[src/sv/lpmr_pkg.sv]
// ----------------------------------------------------------------------------
// lpmr_pkg
// Shared constants, types and helpers for the length-prefixed message ring.
// ----------------------------------------------------------------------------
package lpmr_pkg;

	localparam int STORE_BYTES = 4096;
	localparam int ADDR_W      = $clog2(STORE_BYTES);
	localparam int CNT_W       = $clog2(STORE_BYTES + 2);
	localparam int SUM_W       = CNT_W + 1;
	localparam int HDR_BYTES   = 4;
	localparam int HDR_W       = 32;
	localparam int LEN_W       = 13;

	typedef logic [ADDR_W-1:0] addr_t;
	typedef logic [CNT_W-1:0]  cnt_t;
	typedef logic [LEN_W-1:0]  len_t;
	typedef logic [2:0]        req_code_t;
	typedef logic [1:0]        status_t;

	localparam req_code_t REQ_PUSH = 3'd0;
	localparam req_code_t REQ_POP  = 3'd1;
	localparam req_code_t REQ_PEEK = 3'd2;
	localparam req_code_t REQ_DROP = 3'd3;
	localparam req_code_t REQ_PLEN = 3'd4;

	localparam status_t ST_OK      = 2'd0;
	localparam status_t ST_EMPTY   = 2'd1;
	localparam status_t ST_BAD_LEN = 2'd2;
	localparam status_t ST_REJECT  = 2'd3;

	typedef struct packed {
		logic       wr_en;
		addr_t      wr_addr;
		logic [7:0] wr_data;
		status_t    status;
		logic       msg_end;
		len_t       msg_length;
		logic       commit;
		cnt_t       commit_len;
	} push_res_t;

	function automatic addr_t wrap_add(addr_t a, cnt_t b);
		logic [SUM_W-1:0] s;
		s = SUM_W'(a) + SUM_W'(b);
		if (s >= SUM_W'(STORE_BYTES))
			s = s - SUM_W'(STORE_BYTES);
		return ADDR_W'(s);
	endfunction

endpackage

[src/sv/lpmr_push.sv]
// ----------------------------------------------------------------------------
// lpmr_push
// Push assembler: tracks the message being pushed, collects its header,
// decides byte writes, rejection and commit.
// ----------------------------------------------------------------------------
module lpmr_push import lpmr_pkg::*; (
	input  logic       clk,
	input  logic       arst_n,
	input  logic       step,
	input  logic [7:0] data_byte,
	input  logic       push_end,
	input  addr_t      write_ptr,
	input  cnt_t       used,
	output push_res_t  res
);

	cnt_t             count_q, count_n;
	addr_t            cursor_q, cursor_n;
	logic [HDR_W-1:0] hdr_q, hdr_n;
	logic             rej_q, rej_n;

	always_comb begin
		cnt_t free_b;
		logic first;
		first  = (count_q == '0);
		free_b = CNT_W'(STORE_BYTES) - used;

		cursor_n = first ? write_ptr : cursor_q;
		hdr_n    = first ? '0 : hdr_q;
		rej_n    = first ? 1'b0 : rej_q;
		count_n  = count_q;
		res      = '0;
		res.wr_data = data_byte;
		res.wr_addr = cursor_n;

		if (!rej_n) begin
			if (count_q < free_b) begin
				res.wr_en = 1'b1;
				cursor_n  = wrap_add(cursor_n, CNT_W'(1));
			end else begin
				rej_n = 1'b1;
			end
		end
		if (count_q < CNT_W'(HDR_BYTES))
			hdr_n[{count_q[1:0], 3'b000} +: 8] = data_byte;
		if (count_q <= CNT_W'(STORE_BYTES))
			count_n = count_q + CNT_W'(1);
		if (count_n >= CNT_W'(HDR_BYTES)) begin
			if (hdr_n < HDR_W'(HDR_BYTES) || hdr_n > HDR_W'(free_b) ||
				HDR_W'(count_n) > hdr_n)
				rej_n = 1'b1;
			res.msg_length = LEN_W'(hdr_n);
		end
		if (push_end) begin
			res.msg_end = 1'b1;
			if (!rej_n && count_n >= CNT_W'(HDR_BYTES) && HDR_W'(count_n) == hdr_n) begin
				res.commit     = 1'b1;
				res.commit_len = CNT_W'(hdr_n);
			end else begin
				res.status = ST_REJECT;
			end
			count_n = '0;
			rej_n   = 1'b0;
		end else if (rej_n) begin
			res.status = ST_REJECT;
		end
	end

	always_ff @(posedge clk or negedge arst_n) begin
		if (!arst_n) begin
			count_q  <= '0;
			cursor_q <= '0;
			hdr_q    <= '0;
			rej_q    <= 1'b0;
		end else if (step) begin
			count_q  <= count_n;
			cursor_q <= cursor_n;
			hdr_q    <= hdr_n;
			rej_q    <= rej_n;
		end
	end

endmodule

[config.mk]
export PLATFORM = sky130hd
export DESIGN_NAME = lpmr_push
export DESIGN_NICKNAME = d
export VERILOG_FILES = /design/src/sv/lpmr_pkg.sv /design/src/sv/lpmr_push.sv
export SDC_FILE = /design/constraint.sdc
export NUM_CORES = 1
export LEC_CHECK = 0
export BUFFER_PORTS_ARGS = -buffer_cell sky130_fd_sc_hd__buf_2
export CORE_MARGIN = 2
export CORE_UTILIZATION = 55
export DETAILED_ROUTE_END_ITERATION = 16
export GPL_ROUTABILITY_DRIVEN = 1
export PLACE_DENSITY = 0.88
export SYNTH_ARGS = -nofsm -noshare
export SYNTH_HDL_FRONTEND = slang
export SYNTH_SLANG_ARGS = --single-unit
[constraint.sdc]
create_clock -name clk -period 9.9 [get_ports clk]
set_clock_uncertainty 0.15 [all_clocks]
set_input_delay 0.495 -clock clk [delete_from_list [all_inputs] [get_ports clk]]
set_output_delay 0.495 -clock clk [all_outputs]
set_load 0.05 [all_outputs]
==> impl_summary.txt, run 1 <==
----------------------------------------------------
[Die]
  Starting density of the core ... ~57%
  Die Width ... between 90 and 100 um
  IO Count ... 88
  Site row count ... 34
  Area of the core ... ~8700 um^2
  Chip height ... 99.1 um
  Die Area ... approximately 9800 um^2

[Worst setup path]
  Critical path data arrival time ... ~6.0 ns
  Required time worst endpoint ... roughly 9.3 ns
  Biggest fanout along the worst timing path ... 14
  Reg2Reg Depth ... 13
  Launch point of the worst path ... count_q[9]$_DFFE_PN0P_
  Type of element launching the critical path ... register
  Critical setup path kind ... reg -> out
  Type of element capturing the critical path ... primary output
  Startpoint of the most critical register-to-register path ... count_q[9]$_DFFE_PN0P_

[Route]
  Routed wire length per instance ... between 15 and 20 um
  DRT Pass-1 Iters ... 5
  Total via count in the routed design ... between 4,000 and 5,000
  Drt drc ... 0
  Iteration-0 DRC Markers ... between 400 and 500
  Wirelength, routed ... 13,700 um
  Detail-routed via count per cell ... 6.32
  Residual antenna-violating net count after detailed routing ... 0

[Clocking]
  Sink count of the clock tree ... 58
  Clock latency at the later pin of the worst-skew pair ... 0.35 ns
  Reg clk slew, reported paths ... about 0.07 ns
  Clock tree from TritonCTS ... yes
  Cell at the root of the clock tree ... sky130_fd_sc_hd__clkbuf_8
  Post-CTS Hold Buffers ... 0
  Post-CTS setup buffers ... 0
  Clock tree buffer depth ... 2
  H-tree Lvls ... 3
  CTS resizes ... 0
  CTS buffer count ... 9

[Synthesis]
  Distinct cell type count of the synthesized netlist ... 61
  Number of enable-type register cells in the synthesized netlist ... 0
  Sequential share of the synthesized area ... 29.2%
  Number of warnings printed during yosys synthesis ... 0
  Post-synthesis cell type with the largest combined area ... sky130_fd_sc_hd__dfrtp_1
  Top cell type's share of synthesized area ... about 30%
  Proportion of synthesized flip-flops having asynchronous set or reset ... between 90% and 100%
  Mean post-synth cell area ... about 8.6 um^2
  Area of the mapped netlist ... around 5000 um^2
  Top cell types by occurrence after synthesis ... 58 x sky130_fd_sc_hd__dfrtp_1, 54 x sky130_fd_sc_hd__nor2_1, 46 x sky130_fd_sc_hd__ha_1
  Gate Count Post-Synth ... 578
  Post-synth top flop ... sky130_fd_sc_hd__dfrtp_1
  Area contributors post-synth ... sky130_fd_sc_hd__dfrtp_1 29%, sky130_fd_sc_hd__ha_1 12%, sky130_fd_sc_hd__a22o_1 4.6%, sky130_fd_sc_hd__nor2_1 4.1%, sky130_fd_sc_hd__a21oi_1 3.7%
  Most used standard cell by instance count after synthesis ... sky130_fd_sc_hd__dfrtp_1
  Flip-flop and latch count after synthesis ... 58
  Net count after synthesis ... between 600 and 700

[Final layout]
  Number of nets in the layout ... just over 700
  Combined flip-flop and latch cell area ... 1450 um^2
  N_diodes ... 0
  Layout Utilization ... 64.2%
  Layout-stage area growth over the synthesis result ... 12.7%
  Number of fill cells in the layout ... approximately 740
  Share of cells above drive strength 1 ... a little over a fifth
  Footprint of the multi-input gates ... 3160 um^2

[Power and ir drop]
  Cell leakage power ... 2.84 nW
  Worst IR drop on VDD ... 0.156 mV
  Power per unit of standard cell area ... approximately 180 nW/um^2

[Placement]
  Gp weighted congestion ... about 0.9
  Dpl hpwl ... 10,300 um
  Number of input and output port buffers inserted ... 87

[Timing]
  Final number of max-transition violations ... 0
  Final hold violation count ... 0
  Minimum period implied by the final worst setup slack ... 6.59 ns
  Share of the cycle needed by the critical path after routing ... about two thirds
  Total negative setup slack ... 0 ns
  Fmax achieved ... 152 MHz
  Worst Hold Slack ... about 0.12 ns
  Max-slew headroom at the worst pin ... a little under a quarter
  Setup violation total in the final timing report ... 0
  RSZ-0062 raised after global routing ... no
  Transition time of the tightest slew-check pin ... approximately 1.1 ns

[Global route]
  Largest net degree at the start of global routing ... between 50 and 60
  First-pass GRT wire length ... roughly 23,000 um
  Initial antenna violation count ... 0
  Overflow left after global routing ... 0
  Vias in the first global route ... around 4,500
  All-layer global routing usage ... 28.6%

[Run]
  Max-cap viol count ... 0

[Min path]
  Worst min path class ... in -> async

[Outcome]
  Result of the run ... finished clean

----------------------------------------------------
[metrics by stage]
| step | area, um^2 | worst slack [ns] | total power [mW] | std cells |
|---|---|---|---|---|
| 2_1_floorplan | 4970 | 3.79 | 0.595 | 578 |
| 3_3_place_gp | 5340 | 3.96 | 0.675 | 739 |
| 3_5_place_dp | 5340 | 3.76 | 0.691 | 739 |
| 4_1_cts | 5600 | 3.36 | 0.988 | 755 |
| 5_1_grt | 5600 | 3.10 | 1.04 | 755 |
| 6_report | 5600 | 3.31 | 0.990 | 755 |
[routing by layer]
| metal | track usage, % | vias to the layer above | share of wire (%) |
|---|---|---|---|
| met3 | 7.45 | 33 | 9.7 |
| li1 | - | 2238 | - |
| met1 | 39.1 | 2250 | 43 |
| met2 | 45.2 | 254 | 46 |
| met5 | 0 | - | 0 |
| met4 | 7.38 | 0 | 1.8 |
[worst max-delay path, cell delays in order, from the launching register on]
cell and delay, ns:
sky130_fd_sc_hd__dfrtp_1 0.49, sky130_fd_sc_hd__or4_1 0.73, sky130_fd_sc_hd__nor4_4 0.37, sky130_fd_sc_hd__nand2_1 0.33
sky130_fd_sc_hd__a21oi_1 0.50, sky130_fd_sc_hd__inv_1 0.10, sky130_fd_sc_hd__ha_1 0.32, sky130_fd_sc_hd__nor2b_1 0.14
sky130_fd_sc_hd__o211ai_1 0.16, sky130_fd_sc_hd__a21oi_1 0.10, sky130_fd_sc_hd__or4b_2 0.66, sky130_fd_sc_hd__a211o_1 0.29
sky130_fd_sc_hd__or4_1 0.72, sky130_fd_sc_hd__nor3_1 0.36, sky130_fd_sc_hd__buf_2 0.33
[area by class of cell]
cell class,instances,share of cell area [%]
flip-flops and latches,58,25.9
inverters,34,2.28
well taps,108,2.41
clock buffers,9,2.21
repair buffers,90,8.18
clock inverters,7,2.52
multi-input cells,449,56.5
[cell usage in the layout, fill, tap and decap left out, types with 3 or more instances in the layout]
cell type                   Yosys  layout
sky130_fd_sc_hd__buf_2          4      87
sky130_fd_sc_hd__dfrtp_1       58      58
sky130_fd_sc_hd__nor2_1        54      54
sky130_fd_sc_hd__ha_1          46      46
sky130_fd_sc_hd__nand2_1       44      44
sky130_fd_sc_hd__a21oi_1       37      37
sky130_fd_sc_hd__inv_1         32      32
sky130_fd_sc_hd__a22o_1        26      26
sky130_fd_sc_hd__o21ai_0       20      20
sky130_fd_sc_hd__nand3_1       17      17
sky130_fd_sc_hd__nor3_1        16      16
sky130_fd_sc_hd__nor4_1        16      16
sky130_fd_sc_hd__xnor2_1       12      12
sky130_fd_sc_hd__mux2i_1       12      12
sky130_fd_sc_hd__and3_1        11      11
sky130_fd_sc_hd__xor2_1        10      10
sky130_fd_sc_hd__nor3_2        10      10
sky130_fd_sc_hd__o31ai_1        9       9
sky130_fd_sc_hd__clkbuf_8       0       9
sky130_fd_sc_hd__or4_1          8       8
sky130_fd_sc_hd__a22oi_1        7       7
sky130_fd_sc_hd__nand4_1        6       6
sky130_fd_sc_hd__nand2b_1       6       6
sky130_fd_sc_hd__mux2_2         6       6
sky130_fd_sc_hd__or2_2          5       5
sky130_fd_sc_hd__a21o_1         5       5
sky130_fd_sc_hd__o211ai_1       5       5
sky130_fd_sc_hd__or3_1          4       4
sky130_fd_sc_hd__and2_1         4       4
sky130_fd_sc_hd__a32o_1         4       4
sky130_fd_sc_hd__nor2b_1        4       4
sky130_fd_sc_hd__o21ai_1        4       4
sky130_fd_sc_hd__bufinv_16      0       4
sky130_fd_sc_hd__nand3b_1       3       3
sky130_fd_sc_hd__a31oi_1        3       3
sky130_fd_sc_hd__o31a_1         3       3
sky130_fd_sc_hd__buf_4         10       3
[flip-flops by register name (all words and copies together) (netlist names)]
name      cells
count_q      13
rej_q         1
cursor_q     12
hdr_q        32
[report_power, final]
group | internal (mW) | switching (mW) | leakage, nW | total (mW)
combinational | 0.129 | 0.276 | 1.95 | 0.405
clock | 0.192 | 0.104 | 0.129 | 0.297
sequential | 0.266 | 0.0232 | 0.756 | 0.289
[kinds of logic after synthesis]
group	count (synthesis)	share of synthesized area, %
simple gates	221	24.6
compound gates	142	19.8
fa+ha+maj	46	11.6
flops	58	29.2
mux	18	3.78
buf+inv	71	7.12
xor+xnor	22	3.88
[worst paths after layout]
| kind | to | slack, ns |
|---|---|---|
| max | res[3] | 3.31 |
| min | cursor_q[0]$_DFFE_PN0P_ | 0.12 |
| max reg2reg | rej_q$_DFFE_PN0P_ | 4.94 |
| min reg2reg | cursor_q[10]$_DFFE_PN0P_ | 0.33 |
| max in group asynchronous | hdr_q[23]$_DFFE_PN0P_ | 8.95 |
| min in group clk | hdr_q[16]$_DFFE_PN0P_ | 0.32 |
Power figures use the tool's default switching activity.
==> run 2: changes to the inputs <==
Settings changed: CORE_UTILIZATION 55 to 52, PLACE_DENSITY 0.88 to 0.87.
Clock period 9.9 ns to 6 ns, I/O delays scaled along.
==> run 2 against run 1 <==
Net effect:
- routed wire length is 7.5% higher
- utilization is 1.9 points lower
- register-to-register slack worse by 3.7 ns
- worst setup slack worse by 3.0 ns
==> impl_summary.txt, run 2 (same netlist as run 1, synthesis figures left out) <==
----------------------------------------------------
[Outcome]
  Result of the run ... finished clean (unchanged)

[Power and ir drop]
  Power per unit of standard cell area ... 280 nW/um^2 (was 177 nW/um^2)
  Worst IR drop on VDD ... 0.241 mV (was 0.156 mV)
  Cell leakage power ... 2.92 nW (was 2.84 nW)

[Final layout]
  Leading cell type in the layout, fill and taps excluded ... sky130_fd_sc_hd__buf_2 (unchanged)
  Number of nets in the layout ... 746 (was 725)
  Regs by FF count ... hdr_q: 32 flops, count_q: 13 flops, cursor_q: 12 flops (unchanged)
  Layout-stage area growth over the synthesis result ... 15.8% (was 12.7%)
  Layout Utilization ... 62.3% (was 64.2%)
  Commonest cells after routing, fill and taps aside ... 87 x sky130_fd_sc_hd__buf_2, 58 x sky130_fd_sc_hd__dfrtp_1, 54 x sky130_fd_sc_hd__nor2_1, 46 x sky130_fd_sc_hd__ha_1, 43 x sky130_fd_sc_hd__nand2_1 (was 87 x sky130_fd_sc_hd__buf_2, 58 x sky130_fd_sc_hd__dfrtp_1, 54 x sky130_fd_sc_hd__nor2_1, 46 x sky130_fd_sc_hd__ha_1, 44 x sky130_fd_sc_hd__nand2_1)
  Register with the most flip-flops ... hdr_q (unchanged)
  Share of cells above drive strength 1 ... 23.4% (was 20.9%)
  N_diodes ... 0 (unchanged)
  Number of flip-flops in the largest register ... 32 (unchanged)

[Global route]
  All-layer global routing usage ... 28.9% (was 28.6%)
  Overflow left after global routing ... 0 (unchanged)
  Vias in the first global route ... 4,701 (was 4,505)
  Initial antenna violation count ... 0 (unchanged)
  First-pass GRT wire length ... 23,300 um (was 22,600 um)
  Largest net degree at the start of global routing ... 59 (unchanged)

[Clocking]
  Clock tree buffer depth ... 2 (unchanged)
  Reg clk slew, reported paths ... 0.06 ns (was 0.07 ns)
  Cell at the root of the clock tree ... sky130_fd_sc_hd__clkbuf_8 (unchanged)
  Clock tree from TritonCTS ... yes (unchanged)
  Sink count of the clock tree ... 58 (unchanged)
  CTS buffer count ... 9 (unchanged)
  Clock latency at the later pin of the worst-skew pair ... 0.35 ns (about the same)
  H-tree Lvls ... 3 (unchanged)

[Worst setup path]
  Startpoint of the most critical register-to-register path ... count_q[9]$_DFFE_PN0P_ (unchanged)
  Critical path data arrival time ... 5.25 ns (was 5.95 ns)
  Reg-to-reg endpoint ... rej_q$_DFFE_PN0P_ (unchanged)
  Slowest cell on the critical path ... sky130_fd_sc_hd__or4_1 (unchanged)
  CP cell instances ... or4_1 -> nor4_4 -> nand2_2 -> a21oi_1 -> buf_4 -> inv_1 -> ha_1 -> a21oi_1 -> a21oi_1 -> or4b_2 -> a211o_1 -> or4_4 -> nor3_1 -> buf_2 (was or4_1 -> nor4_4 -> nand2_1 -> a21oi_1 -> inv_1 -> ha_1 -> nor2b_1 -> o211ai_1 -> a21oi_1 -> or4b_2 -> a211o_1 -> or4_1 -> nor3_1 -> buf_2)
  Family with the most delay on the worst path ... simple AND/OR/NAND/NOR gates (unchanged)
  Critical setup path kind ... reg -> out (unchanged)
  Most frequent CP cell ... sky130_fd_sc_hd__a21oi_1
  Reg2Reg Depth ... 13 (unchanged)
  Reg-to-reg setup timing slack ... 1.27 ns (was 4.94 ns)
  Type of element launching the critical path ... register (unchanged)
  Type of element capturing the critical path ... primary output (unchanged)
  Biggest fanout along the worst timing path ... 14 (unchanged)
  Crit-path max cell delay ... 0.75 ns (was 0.73 ns)
  Buffers and inverters on the worst path ... 3 (was 2)
  Required time worst endpoint ... 5.55 ns (was 9.26 ns)

[Route]
  Detail-routed via count per cell ... 6.25 (was 6.32)
  DRT Pass-1 Iters ... 5 (unchanged)
  Iteration-0 DRC Markers ... 341 (was 432)
  Total via count in the routed design ... 4,976 (was 4,775)
  Residual antenna-violating net count after detailed routing ... 0 (unchanged)
  Wirelength, routed ... 14,700 um (was 13,700 um)
  Drt drc ... 0 (unchanged)
  Routed wire length per instance ... 18.5 um (was 18.1 um)

[Placement]
  Pre-CTS setup slack ... 0.330 ns (was 3.76 ns)
  Dpl hpwl ... 11,100 um (was 10,300 um)
  Gp weighted congestion ... 0.943 (was 0.915)
  Number of input and output port buffers inserted ... 87 (unchanged)

[Timing]
  Share of the cycle needed by the critical path after routing ... between 90% and 100%
  Final hold violation count ... 0 (unchanged)
  RSZ-0062 raised after global routing ... no (unchanged)
  Transition time of the tightest slew-check pin ... 1.18 ns (was 1.14 ns)
  Fmax achieved ... around 180 MHz
  Max-slew headroom at the worst pin ... 20.3% (was 23.3%)
  Setup ws final ... 0.305 ns (was 3.31 ns)
  Minimum period implied by the final worst setup slack ... around 5.7 ns
  Setup violation total in the final timing report ... 0 (unchanged)
  Total negative setup slack ... 0 ns (unchanged)
  Worst Hold Slack ... 0.126 ns (was 0.120 ns)
  Final number of max-transition violations ... 0 (unchanged)

[Die]
  Chip height ... 102 um (was 99.1 um)
  IO Count ... 88 (unchanged)
  Die Area ... 10,400 um^2 (was 9810 um^2)
  Starting density of the core ... 53.8% (was 57.0%)
  Area of the core ... 9240 um^2 (was 8720 um^2)
  Die Width ... 102 um (was 99.1 um)
  Site row count ... 35 (was 34)

[Min path]
  End of the worst hold path ... hdr_q[16]$_DFFE_PN0P_
  Number of instances on the worst hold path ... 2
  Worst min path class ... in -> reg (was in -> async)
  Critical hold path startpoint ... data_byte[0]

[Run]
  Max-cap viol count ... 0 (unchanged)

----------------------------------------------------
## run 2: cell count changes in the layout (fill, tap and decap cells not counted), moves of 2 or more
cell,before,now
sky130_fd_sc_hd__a21oi_1,37,35
sky130_fd_sc_hd__a21oi_2,0,2
sky130_fd_sc_hd__buf_4,3,23
sky130_fd_sc_hd__bufinv_16,4,2
sky130_fd_sc_hd__clkbuf_1,0,2
sky130_fd_sc_hd__clkbuf_8,9,11
## run 2: where the power goes
part	leakage, nW	internal (mW)	switching, mW
clock	0.110	0.255	0.157
combinational	2.05	0.243	0.475
sequential	0.756	0.439	0.0403
total	2.92	0.936	0.673
## run 2: cell type report
cell class / instances / area [um^2]
clock buffers: 13 / 159
clock inverters: 2 / 60.1
fillers: 801 / 3480
inverters: 34 / 128
multi-input cells: 449 / 3180
flip-flops and latches: 58 / 1450
well taps: 129 / 161
repair buffers: 111 / 618
## run 2: worst max-delay path by stage
stage                      startpoint     end  slack (ns)  depth (start not counted)
3_3_place_gp   count_q[9]$_DFFE_PN0P_  res[2]        0.47                         14
4_1_cts        count_q[9]$_DFFE_PN0P_  res[0]        0.03                         14
5_1_grt        count_q[9]$_DFFE_PN0P_  res[1]        0.03                         14
3_5_place_dp   count_q[9]$_DFFE_PN0P_  res[0]        0.33                         14
2_1_floorplan  count_q[6]$_DFFE_PN0P_  res[0]        0.09                         18
6_report       count_q[9]$_DFFE_PN0P_  res[0]        0.30                         14
## run 2: per-layer routing
metal  GRT usage [%]  up-vias  share of wire [%]
li1                -     2305                  -
met1            37.6     2361                 42
met2            46.6      267                 46
met3            6.07       43                8.4
met4            12.2        0                3.6
met5               0        -                  0
## run 2: stage by stage
| stage | std cells | power (mW) | area (um^2) |
|---|---|---|---|
| 6_report | 796 | 1.61 | 5760 |
| 5_1_grt | 796 | 1.69 | 5760 |
| 4_1_cts | 793 | 1.59 | 5730 |
| 3_5_place_dp | 777 | 1.18 | 5490 |
| 3_3_place_gp | 777 | 1.15 | 5490 |
| 2_1_floorplan | 578 | 0.981 | 4970 |
## run 2: timing repair
| action | CTS | global route |
|---|---|---|
| hold endpoints to repair | 38 | 0 |
| hold buffers | 1 | 0 |
| pin swaps | 0 | 1 |
| setup buffers | 0 | 3 |
| endpoints found under the setup margin | 7 | 14 |
| gates resized for setup | 2 | 2 |
